File: config.mk
export PLATFORM = sky130hd
export DESIGN_NAME = primitive_root_mod_prime
export DESIGN_NICKNAME = d
export VERILOG_FILES = /design/src/hdl/prmr_pkg.sv /design/src/hdl/prmr_divider.sv /design/src/hdl/primitive_root_mod_prime.sv
export SDC_FILE = /design/constraint.sdc
export NUM_CORES = 1
export LEC_CHECK = 0
export BUFFER_PORTS_ARGS = -buffer_cell sky130_fd_sc_hd__buf_2
export CAP_MARGIN = 20
export CORE_MARGIN = 1.5
export CORE_UTILIZATION = 45
export DETAILED_ROUTE_END_ITERATION = 8
export SKIP_CTS_REPAIR_TIMING = 1
export SLEW_MARGIN = 5
export SYNTH_ARGS = -nofsm -noshare
export SYNTH_HDL_FRONTEND = slang
export SYNTH_HIERARCHICAL = 1
export SYNTH_SLANG_ARGS = --single-unit
File: constraint.sdc
create_clock -name i_clk -period 34.5 [get_ports i_clk]
set_input_delay 5.175 -clock i_clk [delete_from_list [all_inputs] [get_ports i_clk]]
set_output_delay 5.175 -clock i_clk [all_outputs]
set_load 0.05 [all_outputs]
File: src/hdl/prmr_pkg.sv
// Package for the primitive root block: widths and defaults.
// Used by prmr_divider and primitive_root_mod_prime.
`default_nettype none
package prmr_pkg;
    localparam int unsigned W = 16;
    localparam int unsigned LARGEST_PRIME_DEF = 65521;
    localparam int unsigned FACTOR_SLOTS_DEF = 8;
endpackage
`default_nettype wire

File: src/hdl/prmr_divider.sv
// Shared restoring divider: 32-bit dividend by 16-bit divisor, one bit a cycle.
// Depends on prmr_pkg.
`default_nettype none
module prmr_divider
    import prmr_pkg::*;
(
    input  wire logic           i_clk,
    input  wire logic           i_rst_n,
    input  wire logic           i_start,
    input  wire logic [2*W-1:0] i_num,
    input  wire logic [W-1:0]   i_den,
    output logic                o_done,
    output logic [2*W-1:0]      o_quo,
    output logic [W-1:0]        o_rem
);
    localparam int unsigned CW = $clog2(2*W+1);
    logic [CW-1:0]  r_cnt;
    logic           r_busy;
    logic [W:0]     r_rem;
    logic [2*W-1:0] r_quo;
    logic [W-1:0]   r_den;
    logic [W:0]     n_shift;

    // One quotient bit per cycle.
    assign n_shift = {r_rem[W-1:0], r_quo[2*W-1]};

    always_ff @(posedge i_clk) begin
        if (!i_rst_n) begin
            r_busy <= 1'b0;
            o_done <= 1'b0;
            r_cnt  <= '0;
        end else begin
            o_done <= 1'b0;
            if (i_start) begin
                r_busy <= 1'b1;
                r_cnt  <= CW'(2*W);
                r_rem  <= '0;
                r_quo  <= i_num;
                r_den  <= i_den;
            end else if (r_busy) begin
                if (n_shift >= {1'b0, r_den}) begin
                    r_rem <= n_shift - {1'b0, r_den};
                    r_quo <= {r_quo[2*W-2:0], 1'b1};
                end else begin
                    r_rem <= n_shift;
                    r_quo <= {r_quo[2*W-2:0], 1'b0};
                end
                r_cnt <= r_cnt - 1'b1;
                if (r_cnt == CW'(1)) begin
                    r_busy <= 1'b0;
                    o_done <= 1'b1;
                end
            end
        end
    end
    assign o_quo = r_quo;
    assign o_rem = r_rem[W-1:0];
endmodule
`default_nettype wire

File: src/hdl/primitive_root_mod_prime.sv
// Top level: smallest primitive root modulo a prime, by a small sequencer.
// Depends on prmr_pkg and prmr_divider.
//
// Channel  Dir  Ports                      Handshake
// input    in   i_modulus                  i_valid / o_stall
// output   out  o_root, o_failed           o_valid / i_stall
//
// Every divide and every modular multiply goes through one bit-serial divider,
// which loads its operands, forms the quotient bits and then signals done.
// Moduli 0, 1, 2 and those above the largest prime go straight to the output
// state once the word is taken; a prime near the top of the range spends most
// of its time in the power loop of the generator search.
// Reset is synchronous and active low; it clears the sequencer.
// The output register holds a result while stalled; the next word is taken
// meanwhile, and its result waits until the output register is free.
`default_nettype none
module primitive_root_mod_prime
    import prmr_pkg::*;
#(
    parameter int unsigned LARGEST_PRIME = LARGEST_PRIME_DEF,
    parameter int unsigned FACTOR_SLOTS  = FACTOR_SLOTS_DEF
) (
    input  wire logic         i_clk,
    input  wire logic         i_rst_n,
    input  wire logic         i_valid,
    output logic              o_stall,
    input  wire logic [W-1:0] i_modulus,
    output logic              o_valid,
    input  wire logic         i_stall,
    output logic [W-1:0]      o_root,
    output logic              o_failed
);
    localparam int unsigned FI = (FACTOR_SLOTS > 1) ? $clog2(FACTOR_SLOTS) : 1;
    localparam int unsigned FC = $clog2(FACTOR_SLOTS + 1);

    typedef enum logic [3:0] {
        S_IDLE, S_PRIME, S_PRIME_W, S_FACT, S_FACT_W, S_STRIP_W,
        S_GEN, S_EXP_W, S_POW, S_MUL_W, S_SQR_W, S_OUT
    } t_state;

    t_state           r_state;
    logic [W-1:0]     r_p, r_d, r_v, r_q, r_base, r_acc, r_ex;
    logic [W-1:0]     r_fact [FACTOR_SLOTS];
    logic [FC-1:0]    r_fcnt;
    logic [FI-1:0]    r_fi;
    logic             r_good;
    logic             r_ovalid;
    logic [W-1:0]     r_root;
    logic             r_failed;
    logic             w_load;

    // Divider request.
    logic             r_dstart;
    logic [2*W-1:0]   r_dnum;
    logic [W-1:0]     r_dden;
    logic             w_ddone;
    logic [2*W-1:0]   w_dquo;
    logic [W-1:0]     w_drem;

    // Shared multiplier operands.
    logic [W-1:0]     w_ma;
    logic [W-1:0]     w_mb;
    logic [2*W-1:0]   w_prod;

    prmr_divider u_div (
        .i_clk(i_clk), .i_rst_n(i_rst_n), .i_start(r_dstart),
        .i_num(r_dnum), .i_den(r_dden),
        .o_done(w_ddone), .o_quo(w_dquo), .o_rem(w_drem)
    );

    // One multiplier serves the square bound and both power-loop products.
    always_comb begin
        case (r_state)
            S_PRIME, S_FACT: begin
                w_ma = r_d;
                w_mb = r_d;
            end
            S_POW: begin
                w_ma = r_ex[0] ? r_acc : r_base;
                w_mb = r_base;
            end
            default: begin
                w_ma = r_base;
                w_mb = r_base;
            end
        endcase
    end
    assign w_prod = 32'(w_ma) * 32'(w_mb);

    assign w_load  = (r_state == S_OUT) && (!r_ovalid || !i_stall);
    assign o_stall = (r_state != S_IDLE);
    assign o_valid = r_ovalid;

    // Sequencer: primality test, factoring, then generator search.
    always_ff @(posedge i_clk) begin
        if (!i_rst_n) begin
            r_state  <= S_IDLE;
            r_ovalid <= 1'b0;
            r_dstart <= 1'b0;
        end else begin
            r_dstart <= 1'b0;
            if (w_load) r_ovalid <= 1'b1;
            else if (r_ovalid && !i_stall) r_ovalid <= 1'b0;
            case (r_state)
                S_IDLE: begin
                    if (i_valid && !o_stall) begin
                        r_p <= i_modulus;
                        r_d <= W'(2);
                        if (i_modulus == W'(2)) begin
                            r_root <= W'(1); r_failed <= 1'b0; r_state <= S_OUT;
                        end else if (i_modulus < W'(2) ||
                                     32'(i_modulus) > 32'(LARGEST_PRIME)) begin
                            r_root <= '0; r_failed <= 1'b1; r_state <= S_OUT;
                        end else begin
                            r_state <= S_PRIME;
                        end
                    end
                end
                S_PRIME: begin
                    if (w_prod > 32'(r_p)) begin
                        r_v <= r_p - 1'b1; r_d <= W'(2); r_fcnt <= '0;
                        r_state <= S_FACT;
                    end else begin
                        r_dnum <= 32'(r_p); r_dden <= r_d; r_dstart <= 1'b1;
                        r_state <= S_PRIME_W;
                    end
                end
                S_PRIME_W: if (w_ddone) begin
                    if (w_drem == '0) begin
                        r_root <= '0; r_failed <= 1'b1; r_state <= S_OUT;
                    end else begin
                        r_d <= r_d + 1'b1; r_state <= S_PRIME;
                    end
                end
                S_FACT: begin
                    if (w_prod > 32'(r_v)) begin
                        if (r_v > W'(1) && r_fcnt < FC'(FACTOR_SLOTS)) begin
                            r_fact[r_fcnt[FI-1:0]] <= r_v;
                            r_fcnt <= r_fcnt + 1'b1;
                        end
                        r_q <= W'(2); r_fi <= '0; r_good <= 1'b1;
                        r_state <= S_GEN;
                    end else begin
                        r_good <= 1'b0;
                        r_dnum <= 32'(r_v); r_dden <= r_d; r_dstart <= 1'b1;
                        r_state <= S_FACT_W;
                    end
                end
                S_FACT_W: if (w_ddone) begin
                    if (w_drem == '0) begin
                        if (!r_good && r_fcnt < FC'(FACTOR_SLOTS)) begin
                            r_fact[r_fcnt[FI-1:0]] <= r_d;
                            r_fcnt <= r_fcnt + 1'b1;
                        end
                        r_good <= 1'b1;
                        r_v <= w_dquo[W-1:0];
                        r_dnum <= {{W{1'b0}}, w_dquo[W-1:0]};
                        r_dstart <= 1'b1;
                        r_state <= S_FACT_W;
                    end else begin
                        r_d <= r_d + 1'b1; r_state <= S_FACT;
                    end
                end
                S_GEN: begin
                    if (r_q >= r_p) begin
                        r_root <= '0; r_failed <= 1'b1; r_state <= S_OUT;
                    end else if (FC'(r_fi) >= r_fcnt) begin
                        r_root <= r_q; r_failed <= 1'b0; r_state <= S_OUT;
                    end else begin
                        r_dnum <= 32'(r_p - 1'b1); r_dden <= r_fact[r_fi];
                        r_dstart <= 1'b1; r_state <= S_EXP_W;
                    end
                end
                S_EXP_W: if (w_ddone) begin
                    r_ex <= w_dquo[W-1:0]; r_acc <= W'(1); r_base <= r_q;
                    r_state <= S_POW;
                end
                S_POW: begin
                    if (r_ex == '0) begin
                        if (r_acc == W'(1)) begin
                            r_q <= r_q + 1'b1; r_fi <= '0;
                        end else begin
                            r_fi <= r_fi + 1'b1;
                        end
                        r_state <= S_GEN;
                    end else if (r_ex[0]) begin
                        r_dnum <= w_prod; r_dden <= r_p;
                        r_dstart <= 1'b1; r_state <= S_MUL_W;
                    end else begin
                        r_dnum <= w_prod; r_dden <= r_p;
                        r_dstart <= 1'b1; r_state <= S_SQR_W;
                    end
                end
                S_MUL_W: if (w_ddone) begin
                    r_acc <= w_drem;
                    r_dnum <= w_prod;
                    r_dstart <= 1'b1; r_state <= S_SQR_W;
                end
                S_SQR_W: if (w_ddone) begin
                    r_base <= w_drem; r_ex <= r_ex >> 1; r_state <= S_POW;
                end
                S_OUT: begin
                    // Move the result out once the output register is free.
                    if (w_load) begin
                        o_root <= r_root; o_failed <= r_failed; r_state <= S_IDLE;
                    end
                end
                default: r_state <= S_IDLE;
            endcase
        end
    end

    // A word is only taken when the block is free.
    a_take_idle: assert property (@(posedge i_clk) disable iff (!i_rst_n)
        (i_valid && !o_stall) |-> (r_state == S_IDLE)) else $error("take busy");
    // Output drops only after a hand-off.
    a_hold: assert property (@(posedge i_clk) disable iff (!i_rst_n)
        (o_valid && i_stall) |=> o_valid) else $error("result lost");
    // A stalled result does not change.
    a_stable: assert property (@(posedge i_clk) disable iff (!i_rst_n)
        (o_valid && i_stall) |=> ($stable(o_root) && $stable(o_failed)))
        else $error("result changed");
    // In the generator search, the factor count never exceeds the store.
    a_fcnt: assert property (@(posedge i_clk) disable iff (!i_rst_n)
        (r_state == S_GEN) |-> (r_fcnt <= FC'(FACTOR_SLOTS))) else $error("fcnt");
endmodule
`default_nettype wire

# == After elaboration in Yosys (flattened, before gate mapping) ==
# Memory sizes are Yosys's and may differ from the RTL's. A register that Yosys moved wholly into a read port is not among the register bits.
# Cells that the tools add are included.
# W data, S select, Z words.
# op_classes
n_addsub,8
n_mul,1
n_lt_le_gt_ge,9
n_eq_ne,38
n_mux,120
bitwise,3
reduce_logical,48
# ops
operator,count
$mux W16,32
$mux W32,10
$pmux W16 S2,6
$pmux W32 S6,1
$pmux W16 S3,2
$mux W4,18
$gt A32 B16 Y1,2
$pmux W16 S4,1
$pmux W4 S10,1
$mux W1,35
$add A16 B1 Y16 const B,2
$logic_not A16 Y1,2
$mul A16 B16 Y32,1
$ne A2 B2 Y1 const B,16
$ge A17 B16 Y1,1
$sub A16 B1 Y17 const B,1
$eq A16 B1 Y1 const B,1
$eq A16 B2 Y1 const B,1
$eq A4 B4 Y1 const B,4
$ge A16 B16 Y1,1
$gt A16 B1 Y1 const B,1
$gt A16 B16 Y1 const B,1
$lt A16 B2 Y1 const B,1
$reduce_and A4 Y1,4
other kinds (40),82
# totals
regBits,280
ram_bits,128
n_memories,1
# memory_table
memory,depth,width,read_ports,rd_ports_with_merged_regs,wr,line_no,source
r_fact,8,16,1,1,1,primitive_root_mod_prime.sv:43,logic [W-1:0] r_fact [FACTOR_SLOTS];

# == Depth between registers and ports, before layout ==
# depth
depth_word,10
depth_mapped,41

# == Cells and area by module ==
# Netlist, hierarchy kept.
# by_module_without_submodules
module,instances,cells_per_inst,area_per_inst_um2
primitive_root_mod_prime,1,2333,25147.9
prmr_divider,1,320,3848.7

# == Worst setup path after synthesis ==
# OpenSTA, ideal clock, no wires.
# synth_timing
path_kind,flip-flop to flip-flop
start,register r_state[1]
end,register r_dnum[0] (enable)
setup_ns,0.502
t_arrival_ns,11.153
t_required_ns,33.998
setup_slack_ns,22.845
path_stages_with_launch,32
path_buffers,3
synth_period_minus_slack_ns,11.655
cell_sequence,dfxtp_1 -> clkbuf_1 -> nor2_1 -> and2_1 -> buf_2 -> nand2_1 -> nor2_1 -> nor2_1 -> clkbuf_1 -> a221oi_1 -> nor2_1 -> fa_1 -> inv_1 -> fa_1 -> fa_1 -> fa_1 -> inv_1 -> fa_1 -> inv_1 -> fa_1 -> inv_1 -> ha_1 -> nand4_1 -> a211oi_2 -> nor2_1 -> xnor2_1 -> ha_1 -> nand4_1 -> or3_1 -> o21a_1 -> a211oi_1 -> nor4bb_1
# synth_via
elab_chain_len,7
elab_cells_between_ends,22
classes_between,1 x mul; 2 x order compare; 14 x eq/ne; 2 x mux; 3 x reduce/logical
# synth_rtl
element,line_no,source
start: declaration,primitive_root_mod_prime.sv:41,t_state r_state;
start signal: assignment,primitive_root_mod_prime.sv:97,r_state <= S_IDLE;
start signal: assignment,primitive_root_mod_prime.sv:110,r_root <= W'(1); r_failed <= 1'b0; r_state <= S_OUT;
start signal: assignment,primitive_root_mod_prime.sv:113,r_root <= '0; r_failed <= 1'b1; r_state <= S_OUT;
$eq A4 B2 Y1 or $eq A4 B1 Y1 (tied branches),"primitive_root_mod_prime.sv:73, primitive_root_mod_prime.sv:104",
$reduce_or A2 Y1,primitive_root_mod_prime.sv:73,case (r_state)
$pmux W16 S2 or $mux W16 (tied branches),primitive_root_mod_prime.sv:73,
$mul A16 B16 Y32,primitive_root_mod_prime.sv:88,assign w_prod = 32'(w_ma) * 32'(w_mb);
$gt A32 B16 Y1 (on tied branches),"primitive_root_mod_prime.sv:136, primitive_root_mod_prime.sv:120",
$ne A2 B2 Y1 (no line),n/a,
$reduce_and A10 Y1 (no line) *,n/a,
end signal: assignment,primitive_root_mod_prime.sv:157,"r_dnum <= {{W{1'b0}}, w_dquo[W-1:0]};"
end signal: assignment,primitive_root_mod_prime.sv:170,r_dnum <= 32'(r_p - 1'b1); r_dden <= r_fact[r_fi];
end signal: assignment,primitive_root_mod_prime.sv:187,r_dnum <= w_prod; r_dden <= r_p;
end: declaration,primitive_root_mod_prime.sv:54,logic [2*W-1:0] r_dnum;
# Every way passes the cells marked *; elsewhere a longest branch is shown, timed or not.
# A chain may end at the register's enable or synchronous reset.

# == Worst setup path in the final report ==
# layout_timing
start,register r_state[2]
end,memory r_fact[7][10] (enable)
# layout_via
elab_chain_len,10
elab_cells_between_ends,17
classes_between,1 x mul; 1 x order compare; 4 x eq/ne; 9 x mux; 1 x bitwise; 1 x reduce/logical
# layout_rtl
element,line_no,source
$eq A4 B2 Y1 or $eq A4 B1 Y1 (tied branches),"primitive_root_mod_prime.sv:73, primitive_root_mod_prime.sv:104",
$reduce_or A2 Y1,primitive_root_mod_prime.sv:73,
$pmux W16 S2 or $mux W16 (tied branches),primitive_root_mod_prime.sv:73,
$mul A16 B16 Y32,primitive_root_mod_prime.sv:88,
$gt A32 B16 Y1,primitive_root_mod_prime.sv:136,if (w_prod > 32'(r_v)) begin
$mux W1,primitive_root_mod_prime.sv:136,
$mux W1,primitive_root_mod_prime.sv:104,case (r_state)
$mux W1,primitive_root_mod_prime.sv:96,if (!i_rst_n) begin
$mux W1 (implied by the code),primitive_root_mod_prime.sv:138,r_fact[r_fcnt[FI-1:0]] <= r_v;
$or A1 B1 Y1 (no line) *,n/a,
end: declaration,primitive_root_mod_prime.sv:43,
# Marks and branches as above.

==> summary.txt <==
Status
  – Status: complete, no violations

Logic synthesis
  – Mean Syn Cell Area: about 11 µm²
  – Synthesized Nets: 3046
  – Seq/Total Area, Yosys: 42.0%
  – FFs w/ async S/R, synth: 0%
  – Primary FF master, synth: edfxtp_1
  – EDFF count, synth: 394
  – Cells after Synth: 2653
  – Synth cell types: 87
  – Largest cells by area after synthesis: edfxtp_1 (41%), fa_1 (13%), ha_1 (7.7%)
  – #FFs+latches synth: 411
  – Top-area cell type share of the netlist area: 40.8%
  – Synth area leader: edfxtp_1
  – YS warnings: 6
  – Mapped Area: 0.0290 mm²

Layout
  – Layout cells sized above 1: 11.0%
  – Syn-to-layout area delta: 9.68%
  – Nets: 3083
  – ANT cells: 0
  – Post-Layout Cell Count: about 3600
  – Multi-input logic area: 0.0153 mm²
  – Fillers: 5714
  – Design area: 0.0318 mm²
  – FF+latch area: between 0.01 and 0.015 mm²

Drt
  – Routed vias: 21415
  – Iteration-0 DRC count of the detailed router: 2745
  – Vias per Instance: 6.00
  – TritonRoute pass-1 iters: 7
  – Antenna viol nets, final: 0
  – Drt drc: 0
  – WL/cell: around 25 µm
  – WL final: slightly below 90000 µm

STA
  – Final setup margin: 21.85 ns
  – Period utilisation layout: ~37%
  – RSZ-0062 raised after global routing: no
  – Setup TNS Final: 0 ns
  – Max Freq: 79.1 MHz
  – Worst slew margin: ~10%
  – Clock skew: 0.0630 ns
  – Max Slew Vio Count: 0
  – Final setup fails: 0
  – Fin crit period: 12.65 ns
  – Slew @ Worst Pin: between 1 and 1.5 ns
  – Fin. Hold Viols: 0

Place
  – Placed cells: 3485
  – Gp weighted congestion: 1.00
  – Post-DP Area: 0.0303 mm²
  – DP Worst Slack: roughly 22 ns
  – Count of input and output buffers: 38
  – DP Wirelength: 68400 µm

CTS
  – Clock sinks: 411
  – Clock root buffer: clkbuf_16
  – TritonCTS clock tree: built
  – CTS clk-pin slew, worst paths: around 0.06 ns
  – CTS Buffer Depth: 3
  – Clk Latency, worst-skew pair: 0.60 ns
  – Cts bufs inserted: 42
  – CTS H-Tree Depth: 2

GRT
  – Largest net degree at the start of global routing: 47
  – Antenna violations before repair: 4
  – Total GRT Usage: 27.0%
  – First-pass GRT wire length: 134000 µm
  – Total congestion overflow: 0
  – Number of global-route vias before repair: 21188

Setup path
  – Arr. time, crit path: 12.99 ns
  – Register-to-register setup slack: 21.85 ns
  – Worst path buffer plus inverter count: 7
  – Kind of critical path: flip-flop to flip-flop
  – Setup crit start kind: flip-flop
  – Slowest stage cell, crit path: a221oi_1
  – CP dominant cell by count: fa_1
  – Delay-heaviest family, CP: simple AND/OR/NAND/NOR gates
  – Delay of the slowest cell on the worst path: approximately 1.1 ns
  – Element type at the critical path end: flip-flop
  – Worst EP required: 34.84 ns
  – Worst-path maximum fanout: 33

Die
  – Die Ht: 257 µm
  – Die footprint: 0.0660 mm²
  – Starting Density: a little under half
  – Rows: between 90 and 100
  – Core box area: 0.0634 mm²
  – Die X: 257 µm
  – Io pins: 39

Flow run
  – Max Cap Violations: 0

Worst hold path
  – Hold Crit Class: flip-flop to flip-flop
## path summary, 6_finish.rpt
path | startpoint | cells past startpoint | endpoint
worst max-delay path | r_state[2] | 33 | r_fact[7][10]
worst min-delay path | r_dden[4] | 0 | u_div/r_den[4]
worst max register to register | r_state[2] | 33 | r_fact[7][10]
worst min register to register | r_dden[4] | 0 | u_div/r_den[4]
## layer usage
layer	vias up	share of wire [%]	global-route usage, %
met1	10850	43	38.6
met4	2	3.6	9.38
met5	-	0.015	0
met2	945	45	41.8
met3	169	8.0	4.49
li1	9449	-	-
## worst reg2reg max path, delay by kind of cell (launching register included)
kind                     cells  cell delay, ns
buffers and inverters        7            1.08
XOR/XNOR                     1            0.54
AND/OR/NAND/NOR             13            4.04
adder cells (fa/ha/maj)      8            3.84
AO/OA/AOI/OAI                4            2.35
flip-flops                   1            0.52
## layout make-up
class                           count  share of cell area, %
Multi-Input combinational cell   1825                   48.2
Sequential cell                   411                   38.3
Inverter                          309                   3.65
Clock buffer                       52                   3.42
Tap cell                          846                   3.33
Timing Repair Buffer              101                   2.11
Clock inverter                     25                   1.02
## registers in the layout (all words and copies together), names as in the netlist, 3 cells and up, named ones only
signal / flops
r_fact: 128
r_dnum: 32
u_div/o_quo: 32
o_root: 16
r_acc: 16
r_base: 16
r_d: 16
r_dden: 16
r_ex: 16
r_p: 16
r_q: 16
r_root: 16
r_v: 16
u_div/r_den: 16
u_div/r_rem: 16
u_div/r_cnt: 6
r_fcnt: 4
r_state: 4
r_fi: 3
## cells in the mapped netlist, drive strengths merged, types with 17 or more instances
master  instances
edfxtp        394
inv           309
nand2         269
nor2          219
fa            195
ha            178
o21ai         134
a21oi         124
clkbuf         87
mux2           61
and2           55
nand3          48
xnor2          48
nand4          37
a21o           35
nor3           35
mux4           32
xor2           28
nor4           26
o21a           25
a221oi         21
buf            21
mux2i          20
a22oi          19
or3            19
a221o          18
and3           18
dfxtp          17
## kinds of logic after synthesis
group / synth area share [%]
adder cells (fa/ha/maj): 21.1
XOR/XNOR: 2.30
flip-flops: 42.0
multiplexers: 5.56
buffers and inverters: 5.48
AO/OA/AOI/OAI: 11.0
AND/OR/NAND/NOR: 12.6
## cell usage in the layout (no fill, tap or decap), types with 38 or more instances in the layout
cell / synthesis / routed
nor2_1: 219 / 217
o21ai_0: 107 / 105
buf_2: 7 / 38
inv_1: 308 / 308
a21oi_1: 121 / 119
edfxtp_1: 394 / 394
mux2_2: 60 / 60
nand2_1: 267 / 267
nand3_1: 48 / 48
and2_1: 55 / 55
buf_4: 2 / 55
ha_1: 178 / 178
clkbuf_16: 0 / 42
xnor2_1: 48 / 48
fa_1: 195 / 195
## per-stage QoR
stage / hold slack, ns / util [%]
floorplan: 0.400 / -
global placement: 0.404 / 47.8
global route: 0.428 / 50.1
finish: 0.416 / 50.1
detailed placement: 0.405 / 47.8
CTS: 0.418 / 50.1
Power is left out: the tool's default activity adds up to more than one toggle a clock period on the data nets, which glitch-free logic cannot reach.
